**config.mk**
```make
export PLATFORM = sky130hd
export DESIGN_NAME = work_stealing_chunk_allocator
export DESIGN_NICKNAME = d
export VERILOG_FILES = /design/src/hdl/wsca_pkg.sv /design/src/hdl/wsca_ram.sv /design/src/hdl/wsca_ctrl.sv /design/src/hdl/wsca_dp.sv /design/src/hdl/work_stealing_chunk_allocator.sv
export SDC_FILE = /design/constraint.sdc
export NUM_CORES = 1
export LEC_CHECK = 0
export BUFFER_PORTS_ARGS = -buffer_cell sky130_fd_sc_hd__buf_2
export CAP_MARGIN = 10
export CORE_UTILIZATION = 25
export CTS_CLUSTER_SIZE = 12
export DETAILED_ROUTE_END_ITERATION = 16
export GPL_TIMING_DRIVEN = 0
export PLACE_DENSITY = 0.4
export SYNTH_ARGS = -nofsm -noshare
export SYNTH_HDL_FRONTEND = slang
export SYNTH_SLANG_ARGS = --single-unit
```
**constraint.sdc**
```tcl
create_clock -name clk_i -period 8.2 [get_ports clk_i]
set_clock_uncertainty 0.15 [all_clocks]
set_input_delay 0.41 -clock clk_i [delete_from_list [all_inputs] [get_ports clk_i]]
set_output_delay 0.41 -clock clk_i [all_outputs]
set_load 0.05 [all_outputs]
```
**src/hdl/wsca_pkg.sv**
```systemverilog
package wsca_pkg;

  localparam int MaxWorkers         = 16;
  localparam int MaxChunksPerWorker = 64;

  localparam int WorkerCountW     = 5;
  localparam int ChunksPerWorkerW = 7;
  localparam int CfgDataW         = 7;
  localparam int CfgIdxW          = 1;
  localparam int WorkerIdW        = 4;
  localparam int ChunkIndexW      = 10;
  localparam int TotalChunksW     = 11;

  typedef enum logic [CfgIdxW-1:0] {
    CFG_WORKER_COUNT      = 1'b0,
    CFG_CHUNKS_PER_WORKER = 1'b1
  } cfg_idx_e;

  typedef enum logic {
    FUNC_REQUEST = 1'b0,
    FUNC_RESTART = 1'b1
  } func_e;

  // controller -> datapath
  typedef struct packed {
    logic accept;
    logic commit;
  } wsca_cmd_t;

  // datapath -> controller
  typedef struct packed {
    logic hit;
    logic out_free;
  } wsca_sts_t;

endpackage

```
**src/hdl/wsca_ram.sv**
```systemverilog
module wsca_ram #(
  parameter int WIDTH = 8,
  parameter int DEPTH = 16
) (
  input  logic                                          clk_i,
  input  logic                                          we_i,
  input  logic [((DEPTH > 1) ? $clog2(DEPTH) : 1)-1:0] waddr_i,
  input  logic [WIDTH-1:0]                              wdata_i,
  input  logic                                          re_i,
  input  logic [((DEPTH > 1) ? $clog2(DEPTH) : 1)-1:0] raddr_i,
  output logic [WIDTH-1:0]                              rdata_o
);

  logic [WIDTH-1:0] mem_q [DEPTH];
  logic [WIDTH-1:0] rdata_q;

  always_ff @(posedge clk_i) begin
    if (we_i) begin
      mem_q[waddr_i] <= wdata_i;
    end
    if (re_i) begin
      rdata_q <= mem_q[raddr_i];
    end
  end

  assign rdata_o = rdata_q;

endmodule

```
**src/hdl/wsca_ctrl.sv**
```systemverilog
module wsca_ctrl (
  input  logic                clk_i,
  input  logic                rst_ni,
  input  logic                in_valid_i,
  output logic                in_stall_o,
  input  wsca_pkg::wsca_sts_t sts_i,
  output wsca_pkg::wsca_cmd_t cmd_o
);

  import wsca_pkg::*;

  typedef enum logic [2:0] {
    ST_IDLE = 3'b001,
    ST_READ = 3'b010,
    ST_UPD  = 3'b100
  } state_e;

  state_e state_q, state_d;

  always_comb begin
    state_d       = state_q;
    cmd_o.accept  = 1'b0;
    cmd_o.commit  = 1'b0;
    unique case (state_q)
      ST_IDLE: begin
        if (in_valid_i) begin
          cmd_o.accept = 1'b1;
          // only a grant needs the queue table read
          state_d = sts_i.hit ? ST_READ : ST_UPD;
        end
      end
      ST_READ: begin
        state_d = ST_UPD;
      end
      ST_UPD: begin
        if (sts_i.out_free) begin
          cmd_o.commit = 1'b1;
          state_d      = ST_IDLE;
        end
      end
      default: begin
        state_d = ST_IDLE;
      end
    endcase
  end

  assign in_stall_o = (state_q != ST_IDLE);

  always_ff @(posedge clk_i or negedge rst_ni) begin
    if (!rst_ni) begin
      state_q <= ST_IDLE;
    end else begin
      state_q <= state_d;
    end
  end

endmodule

```
**src/hdl/wsca_dp.sv**
```systemverilog
module wsca_dp #(
  parameter int MAX_WORKERS           = wsca_pkg::MaxWorkers,
  parameter int MAX_CHUNKS_PER_WORKER = wsca_pkg::MaxChunksPerWorker
) (
  input  logic                                clk_i,
  input  logic                                rst_ni,
  input  logic                                cfg_we_i,
  input  logic [wsca_pkg::CfgIdxW-1:0]        cfg_index_i,
  input  logic [wsca_pkg::CfgDataW-1:0]       cfg_data_i,
  input  logic                                func_i,
  input  logic [wsca_pkg::WorkerIdW-1:0]      worker_id_i,
  input  logic                                out_stall_i,
  output logic                                out_valid_o,
  output logic                                granted_o,
  output logic [wsca_pkg::ChunkIndexW-1:0]    chunk_index_o,
  output logic [wsca_pkg::TotalChunksW-1:0]   pool_size_o,
  output logic                                bad_worker_o,
  input  wsca_pkg::wsca_cmd_t                 cmd_i,
  output wsca_pkg::wsca_sts_t                 sts_o
);

  import wsca_pkg::*;

  localparam int WW  = (MAX_WORKERS > 1) ? $clog2(MAX_WORKERS) : 1;
  localparam int WCW = $clog2(MAX_WORKERS + 1);
  localparam int PW  = $clog2(MAX_CHUNKS_PER_WORKER + 1);
  localparam int CW  = $clog2(MAX_WORKERS * MAX_CHUNKS_PER_WORKER + 1);
  localparam int TW  = WCW + PW;
  localparam int XW  = WW + PW + 1;

  // configuration
  logic [WCW-1:0] wc_q, wc_d;
  logic [PW-1:0]  cpw_q, cpw_d;
  logic [WorkerCountW-1:0]     wc_raw;
  logic [ChunksPerWorkerW-1:0] cpw_raw;
  logic           refill;

  // queue state
  logic [MAX_WORKERS-1:0] vld_q, vld_d;
  logic [MAX_WORKERS-1:0] avail_q, avail_d;
  logic [CW-1:0]          cnt_q, cnt_d;

  // per-item decision
  logic          hit_q, own_q, bad_q;
  logic [WW-1:0] tgt_q;

  // output register
  logic                    out_valid_q, out_valid_d;
  logic                    granted_q;
  logic [ChunkIndexW-1:0]  idx_q;
  logic [TotalChunksW-1:0] total_q;
  logic                    bad_out_q;

  logic [PW-1:0] m;
  logic [TW-1:0] total;
  logic          is_req, bad_now, room, own_now, found, hit_now;
  logic [WW-1:0] id_t, steal_tgt, tgt_now;
  logic [MAX_WORKERS-1:0] steal_mask;

  logic [2*PW-1:0] ram_rdata, ram_wdata;
  logic [PW-1:0]   cur_front, cur_back, nxt_front, nxt_back, off;
  logic [WW+PW-1:0] prod;
  logic [XW-1:0]    idx_full;
  logic             commit_hit;

  // effective chunks per worker
  assign m     = (wc_q == WCW'(1)) ? PW'(1) : cpw_q;
  assign total = TW'(wc_q) * TW'(m);

  // ---- configuration writes (saturating) ----
  assign wc_raw  = cfg_data_i[WorkerCountW-1:0];
  assign cpw_raw = cfg_data_i[ChunksPerWorkerW-1:0];

  always_comb begin
    wc_d   = wc_q;
    cpw_d  = cpw_q;
    refill = 1'b0;
    if (cfg_we_i) begin
      unique case (cfg_idx_e'(cfg_index_i))
        CFG_WORKER_COUNT: begin
          refill = 1'b1;
          if (wc_raw == '0) begin
            wc_d = WCW'(1);
          end else if (32'(wc_raw) > MAX_WORKERS) begin
            wc_d = WCW'(MAX_WORKERS);
          end else begin
            wc_d = WCW'(wc_raw);
          end
        end
        CFG_CHUNKS_PER_WORKER: begin
          refill = 1'b1;
          if (cpw_raw == '0) begin
            cpw_d = PW'(1);
          end else if (32'(cpw_raw) > MAX_CHUNKS_PER_WORKER) begin
            cpw_d = PW'(MAX_CHUNKS_PER_WORKER);
          end else begin
            cpw_d = PW'(cpw_raw);
          end
        end
        default: begin
          refill = 1'b0;
        end
      endcase
    end
  end

  // ---- request decode at accept ----
  assign id_t    = WW'(worker_id_i);
  assign is_req  = (func_e'(func_i) == FUNC_REQUEST);
  assign bad_now = is_req && (32'(worker_id_i) >= 32'(wc_q));
  assign room    = is_req && !bad_now && (32'(cnt_q) < 32'(total));
  assign own_now = room && avail_q[id_t];

  // lowest-numbered other worker in range with chunks left
  always_comb begin
    steal_tgt = '0;
    found     = 1'b0;
    for (int i = 0; i < MAX_WORKERS; i++) begin
      steal_mask[i] = avail_q[i] && (i < 32'(wc_q)) && (i != 32'(worker_id_i));
    end
    for (int i = MAX_WORKERS - 1; i >= 0; i--) begin
      if (steal_mask[i]) begin
        steal_tgt = WW'(i);
        found     = 1'b1;
      end
    end
  end

  assign hit_now = own_now || (room && found);
  assign tgt_now = own_now ? id_t : steal_tgt;

  assign sts_o.hit      = hit_now;
  assign sts_o.out_free = !out_valid_q || !out_stall_i;

  // ---- queue table: {front, back} per worker ----
  wsca_ram #(
    .WIDTH (2 * PW),
    .DEPTH (MAX_WORKERS)
  ) u_queue_ram (
    .clk_i   (clk_i),
    .we_i    (commit_hit),
    .waddr_i (tgt_q),
    .wdata_i (ram_wdata),
    .re_i    (cmd_i.accept && hit_now),
    .raddr_i (tgt_now),
    .rdata_o (ram_rdata)
  );

  // an entry not written since the last refill is {0, M}
  assign cur_front = vld_q[tgt_q] ? ram_rdata[2*PW-1:PW] : '0;
  assign cur_back  = vld_q[tgt_q] ? ram_rdata[PW-1:0]    : m;
  assign nxt_front = own_q ? cur_front + PW'(1) : cur_front;
  assign nxt_back  = own_q ? cur_back : cur_back - PW'(1);
  assign off       = own_q ? cur_front : nxt_back;
  assign ram_wdata = {nxt_front, nxt_back};

  assign prod       = (WW + PW)'(tgt_q) * (WW + PW)'(m);
  assign idx_full   = {1'b0, prod} + XW'(off);
  assign commit_hit = cmd_i.commit && hit_q;

  always_comb begin
    vld_d   = vld_q;
    avail_d = avail_q;
    cnt_d   = cnt_q;
    if (refill || (cmd_i.accept && func_e'(func_i) == FUNC_RESTART)) begin
      vld_d   = '0;
      avail_d = '1;
      cnt_d   = '0;
    end else if (commit_hit) begin
      vld_d[tgt_q]   = 1'b1;
      avail_d[tgt_q] = (nxt_front < nxt_back);
      cnt_d          = cnt_q + CW'(1);
    end
  end

  always_comb begin
    out_valid_d = out_valid_q;
    if (cmd_i.commit) begin
      out_valid_d = 1'b1;
    end else if (!out_stall_i) begin
      out_valid_d = 1'b0;
    end
  end

  always_ff @(posedge clk_i or negedge rst_ni) begin
    if (!rst_ni) begin
      wc_q        <= WCW'(1);
      cpw_q       <= PW'(1);
      vld_q       <= '0;
      avail_q     <= '1;
      cnt_q       <= '0;
      out_valid_q <= 1'b0;
    end else begin
      wc_q        <= wc_d;
      cpw_q       <= cpw_d;
      vld_q       <= vld_d;
      avail_q     <= avail_d;
      cnt_q       <= cnt_d;
      out_valid_q <= out_valid_d;
    end
  end

  always_ff @(posedge clk_i) begin
    if (cmd_i.accept) begin
      hit_q <= hit_now;
      own_q <= own_now;
      bad_q <= bad_now;
      tgt_q <= tgt_now;
    end
    if (cmd_i.commit) begin
      granted_q <= hit_q;
      idx_q     <= hit_q ? ChunkIndexW'(idx_full) : '0;
      total_q   <= TotalChunksW'(total);
      bad_out_q <= bad_q;
    end
  end

  assign out_valid_o    = out_valid_q;
  assign granted_o      = granted_q;
  assign chunk_index_o  = idx_q;
  assign pool_size_o    = total_q;
  assign bad_worker_o   = bad_out_q;

endmodule

```
**src/hdl/work_stealing_chunk_allocator.sv**
```systemverilog
// Work-stealing chunk allocator. A request (func 0) pops the front of the
// requester's own queue, or else steals the back chunk of the lowest-numbered
// other worker with chunks left; a restart (func 1) or any configuration write
// refills every queue at once, with no clearing pass. One result per item. A
// granted request goes through accept with steal search, queue-table read and
// read-modify-write; restart, bad id and pool-exhausted items skip the read.
// The steps are set by the queue table's registered read and its write-back.
// A new item is accepted only after the last one commits. The result sits in
// an output register; the next item is accepted while it waits, and the block
// holds off loading a new result until the waiting one is taken.
module work_stealing_chunk_allocator #(
  parameter int MAX_WORKERS           = wsca_pkg::MaxWorkers,
  parameter int MAX_CHUNKS_PER_WORKER = wsca_pkg::MaxChunksPerWorker
) (
  input  logic                              clk_i,
  input  logic                              rst_ni,
  input  logic                              cfg_we_i,
  input  logic [wsca_pkg::CfgIdxW-1:0]      cfg_index_i,
  input  logic [wsca_pkg::CfgDataW-1:0]     cfg_data_i,
  input  logic                              in_valid_i,
  output logic                              in_stall_o,
  input  logic                              func_i,
  input  logic [wsca_pkg::WorkerIdW-1:0]    worker_id_i,
  output logic                              out_valid_o,
  input  logic                              out_stall_i,
  output logic                              granted_o,
  output logic [wsca_pkg::ChunkIndexW-1:0]  chunk_index_o,
  output logic [wsca_pkg::TotalChunksW-1:0] pool_size_o,
  output logic                              bad_worker_o
);

  import wsca_pkg::*;

  wsca_cmd_t cmd;
  wsca_sts_t sts;

  wsca_ctrl u_ctrl (
    .clk_i      (clk_i),
    .rst_ni     (rst_ni),
    .in_valid_i (in_valid_i),
    .in_stall_o (in_stall_o),
    .sts_i      (sts),
    .cmd_o      (cmd)
  );

  wsca_dp #(
    .MAX_WORKERS           (MAX_WORKERS),
    .MAX_CHUNKS_PER_WORKER (MAX_CHUNKS_PER_WORKER)
  ) u_dp (
    .clk_i          (clk_i),
    .rst_ni         (rst_ni),
    .cfg_we_i       (cfg_we_i),
    .cfg_index_i    (cfg_index_i),
    .cfg_data_i     (cfg_data_i),
    .func_i         (func_i),
    .worker_id_i    (worker_id_i),
    .out_stall_i    (out_stall_i),
    .out_valid_o    (out_valid_o),
    .granted_o      (granted_o),
    .chunk_index_o  (chunk_index_o),
    .pool_size_o    (pool_size_o),
    .bad_worker_o   (bad_worker_o),
    .cmd_i          (cmd),
    .sts_o          (sts)
  );

endmodule

```
==> flow_metrics.env, run 1 <==
export IMPL_outcome="complete, no violations"
export IMPL_yosys_area_top_type="edfxtp_1"
export IMPL_wl_um=44320
export IMPL_die_x_um=259.0
export IMPL_start_util_pct=25.48
export IMPL_cpMaxStageDelayCell="fa_1"
export IMPL_synth_top_area_share_pct=48.73
export IMPL_placed_cells=2204
export IMPL_grt_pass1_vias=10805
export IMPL_rsz0062_at_grt="false"
export IMPL_synthCells=1285
export IMPL_seq_area_frac_synth_pct=57.81
export IMPL_path_max_fanout=10
export IMPL_yosys_top_cells_count="edfxtp_1 (268), mux2i_1 (123), nor2_1 (83)"
export IMPL_fill_cells=6536
export IMPL_grt_first_pass_wirelength_um=68040
export IMPL_coreArea_um2=64810
export IMPL_routedWlPerCell_um=19.35
export IMPL_synthToLayoutAreaGrowth_pct=18.86
export IMPL_peakVddDrop_v=0.0001483
export IMPL_whs_ps=67.96
export IMPL_endpoint="u_dp.u_queue_ram.rdata_o[10]$_DFFE_PP_"
export IMPL_final_net_count=1511
export IMPL_cpPeakStageDelay_ps=550
export IMPL_setup_viol=0
export IMPL_clock_latency_ps=580
export IMPL_finalWorstSetupSlack_ps=554.5
export IMPL_min_path_type="input pin to flop"
export IMPL_port_buffers=42
export IMPL_multi_input_area_um2=6504
export IMPL_arrival_ps=7780
export IMPL_drtIter0Drc=613
export IMPL_place_hpwl_um=32370
export IMPL_syn_nets=1394
export IMPL_avgSynthCellArea_um2=12.85
export IMPL_yosysWarnings=0
export IMPL_h_tree_depth=2
export IMPL_critPathKind="flop to flop"
export IMPL_cts_root_buf="clkbuf_16"
export IMPL_fmax_mhz=130.8
export IMPL_clockBufferDepth=3
export IMPL_die_h_um=259.0
export IMPL_place_gp_congestion=0.8123
export IMPL_rr_worst_depth=26
export IMPL_drive_gt1_share_pct=15.90
export IMPL_ant_nets=0
export IMPL_cap_violations=0
export IMPL_timing_final_crit_share_pct=93.24
export IMPL_dieArea_um2=67090
export IMPL_vias_per_cell=4.547
export IMPL_maxSlewHeadroom_pct=31.55
export IMPL_synthFlopType="edfxtp_1"
export IMPL_drc=0
export IMPL_cp_required_ps=8330
export IMPL_pin_count=43
export IMPL_synth_most_common_cell="edfxtp_1"
export IMPL_hold_viol=0
export IMPL_syn_area_um2=16510
export IMPL_cts_setup_buffers=0
export IMPL_clock_sinks=327
export IMPL_synth_edff_count=268
export IMPL_vias=10413
export IMPL_finalNonFillerCells=2290
export IMPL_total_power_mw=4.762
export IMPL_critical_path_endpoint_type="flop"
export IMPL_tightest_slew_ps=1018
export IMPL_rows=93
export IMPL_r2r_end="u_dp.u_queue_ram.rdata_o[10]$_DFFE_PP_"
export IMPL_rrSetupSlack_ps=550
export IMPL_first_pass_iters=7
export IMPL_register_area_um2=9548
export IMPL_startpoint_type="flop"
export IMPL_track_usage_pct=13.42
export IMPL_cts_made_buffers=40
export IMPL_place_worst_setup_slack_ps=-1.631
export IMPL_grt_overflow_total=0
export IMPL_fin_crit_ps=7645
export IMPL_ys_top_cells_by_area="edfxtp_1 (49%), mux2i_1 (7.5%), dfrtp_1 (6.1%), ha_1 (4.6%), fa_1 (3.6%)"
export IMPL_antenna_found_initial=1
export IMPL_slew_violations=0
export IMPL_crit_path_start="u_dp.wc_q[4]$_DFFE_PN0P_"
export IMPL_clkTransAtPathRegs_ps=60
export IMPL_p_leak_nw=7.937
export IMPL_async_flop_share_pct=18.04
export IMPL_ys_seq_elements=327
export IMPL_cts_tree="done"
export IMPL_grt_max_degree=60
export IMPL_ys_types=78
export IMPL_powerDensity_nw_per_um2=242.6
export IMPL_r2r_start="u_dp.wc_q[4]$_DFFE_PN0P_"
[final cells by class]
type / count / area share, %
Sequential cell: 327 / 48.64
Multi-Input combinational cell: 825 / 33.13
Clock buffer: 55 / 5.488
Inverter: 72 / 1.377
Tap cell: 855 / 5.450
Antenna cell: 1 / 0.01275
Timing Repair Buffer: 76 / 3.251
Buffer: 60 / 1.619
Clock inverter: 19 / 1.026
[stage by stage]
step | cell area, µm² | utilization (%) | TNS, ps
detailed placement | 18210 | 28.09 | -1.631
CTS | 19600 | 30.24 | 0
finish | 19630 | 30.29 | 0
floorplan | 16510 | - | 0
global route | 19630 | 30.28 | 0
global placement | 17790 | 27.46 | -12320
[state kept, by name (all words and copies together), names as in the netlist, 3 cells and up]
| name | cells |
|---|---|
| u_dp.avail_q | 16 |
| u_dp.pool_size_o | 11 |
| u_dp.cnt_q | 11 |
| u_dp.u_queue_ram.mem_q | 224 |
| u_dp.tgt_q | 4 |
| u_dp.cpw_q | 7 |
| u_dp.wc_q | 5 |
| u_dp.u_queue_ram.rdata_o | 14 |
| u_dp.vld_q | 16 |
| u_ctrl.state_q | 3 |
| u_dp.chunk_index_o | 10 |
[placed cells by master, fill, tap and decap left out, types with 8 or more instances in the layout]
cell / count
a21oi_1: 47
and2_1: 42
and3_1: 16
buf_2: 61
buf_4: 10
buf_6: 11
buf_8: 9
clkbuf_1: 38
clkbuf_16: 40
clkinv_2: 8
dfrtp_1: 40
dfstp_2: 19
dlygate4sd3_1: 11
edfxtp_1: 268
fa_1: 30
ha_1: 61
inv_1: 72
mux2i_1: 122
mux4_2: 9
nand2_1: 80
nand2b_1: 23
nand3_1: 12
nand4_1: 9
nor2_1: 71
nor2_2: 12
nor2b_1: 8
nor3_1: 19
o21a_1: 8
o21ai_0: 25
o22ai_1: 58
or4_1: 15
xnor2_1: 21
xor2_1: 14
[worst max-delay path: cells and delay by family (launching register included)]
| family | cells | cell delay, ps |
|---|---|---|
| adder cells (fa/ha/maj) | 5 | 2150 |
| AO/OA/AOI/OAI | 9 | 1900 |
| AND/OR/NAND/NOR | 4 | 830 |
| multiplexers | 2 | 570 |
| flip-flops | 1 | 430 |
| XOR/XNOR | 1 | 120 |
| buffers and inverters | 5 | 1170 |
[kinds of logic after synthesis]
logic type / synth area share [%]
AND/OR/NAND/NOR: 11.05
flip-flops: 57.82
AO/OA/AOI/OAI: 8.205
multiplexers: 9.114
buffers and inverters: 3.538
adder cells (fa/ha/maj): 8.258
XOR/XNOR: 2.015
[routing by layer]
layer / GRT usage, % / up-vias / part of all wire, %
met4: 3.600 / 0 / 2.0
met5: 0 / - / 0
met1: 18.86 / 5165 / 49
met3: 2.168 / 57 / 3.6
met2: 21.29 / 191 / 45
li1: - / 5000 / -
[timing repair]
action | CTS | global route
gates resized for setup | 1 | 13
hold buffers | 11 | 0
hold endpoints to repair | 54 | 0
setup endpoints to repair | 3 | 14
[where the power goes]
part,internal [mW],switching (mW)
logic,0.386,0.688
clock network,0.997,0.724
registers,1.92,0.0426
total,3.31,1.45
[how the worst min path moves through the flow]
| stage | start | slack [ps] | to | depth (start not counted) |
|---|---|---|---|---|
| 6_report | cfg_index_i | 70 | u_dp.cpw_q[1]$_DFFE_PN0P_ | 3 |
| 5_1_grt | cfg_index_i | 90 | u_dp.cpw_q[1]$_DFFE_PN0P_ | 3 |
| 4_1_cts | cfg_index_i | 40 | u_dp.cpw_q[1]$_DFFE_PN0P_ | 3 |
| 3_5_place_dp | u_dp.bad_q$_DFFE_PP_ | 280 | u_dp.bad_worker_o$_DFFE_PP_ | 0 |
| 3_3_place_gp | u_dp.bad_q$_DFFE_PP_ | 270 | u_dp.bad_worker_o$_DFFE_PP_ | 0 |
| 2_1_floorplan | rst_ni | -40 | u_ctrl.state_q[1]$_DFFE_PN0P_ | 0 |
Power figures use the tool's default switching activity.
==> run 2, diff against run 1 <==
ABC_AREA = 1   (was default)
==> run 2 against run 1 <==
Effect of this change: maximum frequency down 0.36%; via count up 26%; wire length up 22%; clock power about the same; cell count up 28%; critical path depth up 8; sequential power about the same; design area up 5.2%; setup slack worse by 28 ps; highest routed layer unchanged.
==> flow_metrics.env, run 2 <==
export IMPL_p_leak_nw=9.007
export IMPL_final_net_count=2082
export IMPL_r2r_end="u_dp.u_queue_ram.rdata_o[6]$_DFFE_PP_"
export IMPL_fin_crit_ps=7673
export IMPL_grt_pass1_vias=13111
export IMPL_cap_violations=0
export IMPL_path_max_fanout=10
export IMPL_cpPeakStageDelay_ps=580
export IMPL_h_tree_depth=2
export IMPL_wl_met1_um=25730
export IMPL_async_flop_share_pct=18.04
export IMPL_first_pass_iters=5
export IMPL_port_buffers=42
export IMPL_vias_per_cell=4.465
export IMPL_drtIter0Drc=900
export IMPL_worstHoldStart="cfg_data_i[1]"
export IMPL_maxSlewHeadroom_pct=30.71
export IMPL_ant_nets=0
export IMPL_drc=0
export IMPL_r2r_start="u_dp.wc_q[4]$_DFFE_PN0P_"
export IMPL_critPathKind="flop to flop"
export IMPL_die_x_um=266.0
export IMPL_die_h_um=266.0
export IMPL_wl_met3_um=2606
export IMPL_mostFrequentLayoutCells="nand2_1 (418), inv_1 (312), nand3_1 (268), edfxtp_1 (268), nor2_1 (111)"
export IMPL_seq_area_frac_synth_pct=54.81
export IMPL_hold_viol=0
export IMPL_cts_setup_buffers=0
export IMPL_crit_top_cell="nand2_1"
export IMPL_setup_viol=0
export IMPL_avgSynthCellArea_um2=9.370
export IMPL_timing_final_crit_share_pct=93.57
export IMPL_antenna_found_initial=1
export IMPL_cts_tree="done"
export IMPL_synthCells=1859
export IMPL_outcome="complete, no violations"
export IMPL_tns_ps=0
export IMPL_cts_made_buffers=39
export IMPL_tightest_slew_ps=1038
export IMPL_syn_nets=1968
export IMPL_place_gp_congestion=0.8720
export IMPL_clkTransAtPathRegs_ps=60
export IMPL_syn_area_um2=17420
export IMPL_drive_gt1_share_pct=11.98
export IMPL_ys_types=49
export IMPL_cpMaxStageDelayCell="fa_1"
export IMPL_rrSetupSlack_ps=530
export IMPL_startpoint_type="flop"
export IMPL_rows=96
export IMPL_cp_required_ps=8350
export IMPL_crit_path_start="u_dp.wc_q[4]$_DFFE_PN0P_"
export IMPL_min_path_type="input pin to flop"
export IMPL_ys_top_cells_by_area="edfxtp_1 (46%), nand2_1 (9.1%), nand3_1 (7.7%), inv_1 (6.7%), dfrtp_1 (5.7%)"
export IMPL_synth_edff_count=268
export IMPL_layout_commonest_cell="nand2_1"
export IMPL_rsz0062_at_grt="false"
export IMPL_arrival_ps=7820
export IMPL_largest_register_ffs=224
export IMPL_place_hpwl_um=39570
export IMPL_start_util_pct=25.31
export IMPL_met2WireLength_um=24870
export IMPL_synthToLayoutAreaGrowth_pct=18.57
export IMPL_hold_end="u_dp.cpw_q[1]$_DFFE_PN0P_"
export IMPL_synthFlopType="edfxtp_1"
export IMPL_track_usage_pct=15.52
export IMPL_top_layer="met4"
export IMPL_yosys_area_top_type="edfxtp_1"
export IMPL_synth_most_common_cell="nand2_1"
export IMPL_critical_path_endpoint_type="flop"
export IMPL_yosysWarnings=0
export IMPL_powerDensity_nw_per_um2=244.4
export IMPL_regMostFlops="u_dp.u_queue_ram.mem_q"
export IMPL_pin_count=43
export IMPL_clock_sinks=327
export IMPL_grt_max_degree=60
export IMPL_coreArea_um2=68830
export IMPL_total_power_mw=5.047
export IMPL_cts_root_buf="clkbuf_16"
export IMPL_dieArea_um2=70740
export IMPL_rr_worst_depth=34
export IMPL_grt_overflow_total=0
export IMPL_clock_latency_ps=570
export IMPL_vias=13105
export IMPL_fmax_mhz=130.3
export IMPL_top_regs="u_dp.u_queue_ram.mem_q x224, u_dp.avail_q x16, u_dp.vld_q x16"
export IMPL_slew_violations=0
export IMPL_grt_first_pass_wirelength_um=82190
export IMPL_wl_um=54110
export IMPL_ys_seq_elements=327
export IMPL_routedWlPerCell_um=18.44
export IMPL_clockBufferDepth=3
export IMPL_yosys_top_cells_count="nand2_1 (420), inv_1 (312), edfxtp_1 (268), nand3_1 (268), nor2_1 (128)"
export IMPL_synth_top_area_share_pct=46.20
export IMPL_peakVddDrop_v=0.0001317
export IMPL_min_path_cells=3
run 2: worst max-delay path: cells and delay by family (launching register included):
family                   cells  cell delay [ps]
buffers and inverters        8             1270
AO/OA/AOI/OAI                7             1020
AND/OR/NAND/NOR             13             2080
adder cells (fa/ha/maj)      5             2200
XOR/XNOR                     1              270
flip-flops                   1              370
run 2: power breakdown:
group / internal [mW] / switching (mW) / total [mW]
Clock: 1.03 / 0.719 / 1.75
Sequential: 1.95 / 0.0322 / 1.98
Combinational: 0.360 / 0.957 / 1.32
Total: 3.34 / 1.71 / 5.05
run 2: how the worst max path moves through the flow:
stage / cells past startpoint / endpoint
finish: 34 / u_dp.u_queue_ram.rdata_o[6]$_DFFE_PP_
global route: 34 / u_dp.u_queue_ram.rdata_o[6]$_DFFE_PP_
CTS: 33 / u_dp.u_queue_ram.rdata_o[2]$_DFFE_PP_
detailed placement: 33 / u_dp.u_queue_ram.rdata_o[2]$_DFFE_PP_
global placement: 33 / u_dp.u_queue_ram.rdata_o[2]$_DFFE_PP_
floorplan: 34 / u_dp.u_queue_ram.rdata_o[10]$_DFFE_PP_
run 2: layer usage:
metal  track usage, %  vias up
met3            1.987       60
met2            25.10      311
met1            22.02     6399
met5                0        -
met4            3.479        0
li1                 -     6335
run 2: cell families after synthesis:
kind of cell | synth area share (%)
and+or+nand+nor | 21.46
buffers and inverters | 9.453
DFF | 54.81
AOI/OAI and AO/OA | 5.495
adders and majority gates | 7.829
xor gates and xnor gates | 0.9553
run 2: final cells by class:
class                   count  area (µm²)
clock buffers              57        1095
repair buffers             73       710.7
inverters                 323        1219
flip-flops and latches    327        9548
multi-input cells        1139        6306
well taps                 931        1165
diodes                      1       2.502
clock inverters            14       176.4
plain buffers              70       431.7
fillers                  7199       48170
run 2: stage by stage:
stage               instance area (µm²)  util [%]  setup slack [ps]  cells  hold slack, ps
floorplan                         17420         -              2171   1859          -35.59
global placement                  18790     27.31             318.2   2832           262.0
detailed placement                19260     27.99             288.3   2852           257.4
CTS                               20640     29.99             231.0   2934           11.53
global route                      20650     30.00             121.5   2934           22.02
finish                            20650     30.01             527.0   2935           24.50
run 2: timing repair:
item                                    4_1_cts  5_1_grt
hold buffers                                 11        0
endpoints found under the setup margin        0       14
hold endpoints to repair                     52        0
gates resized for setup                       0        6
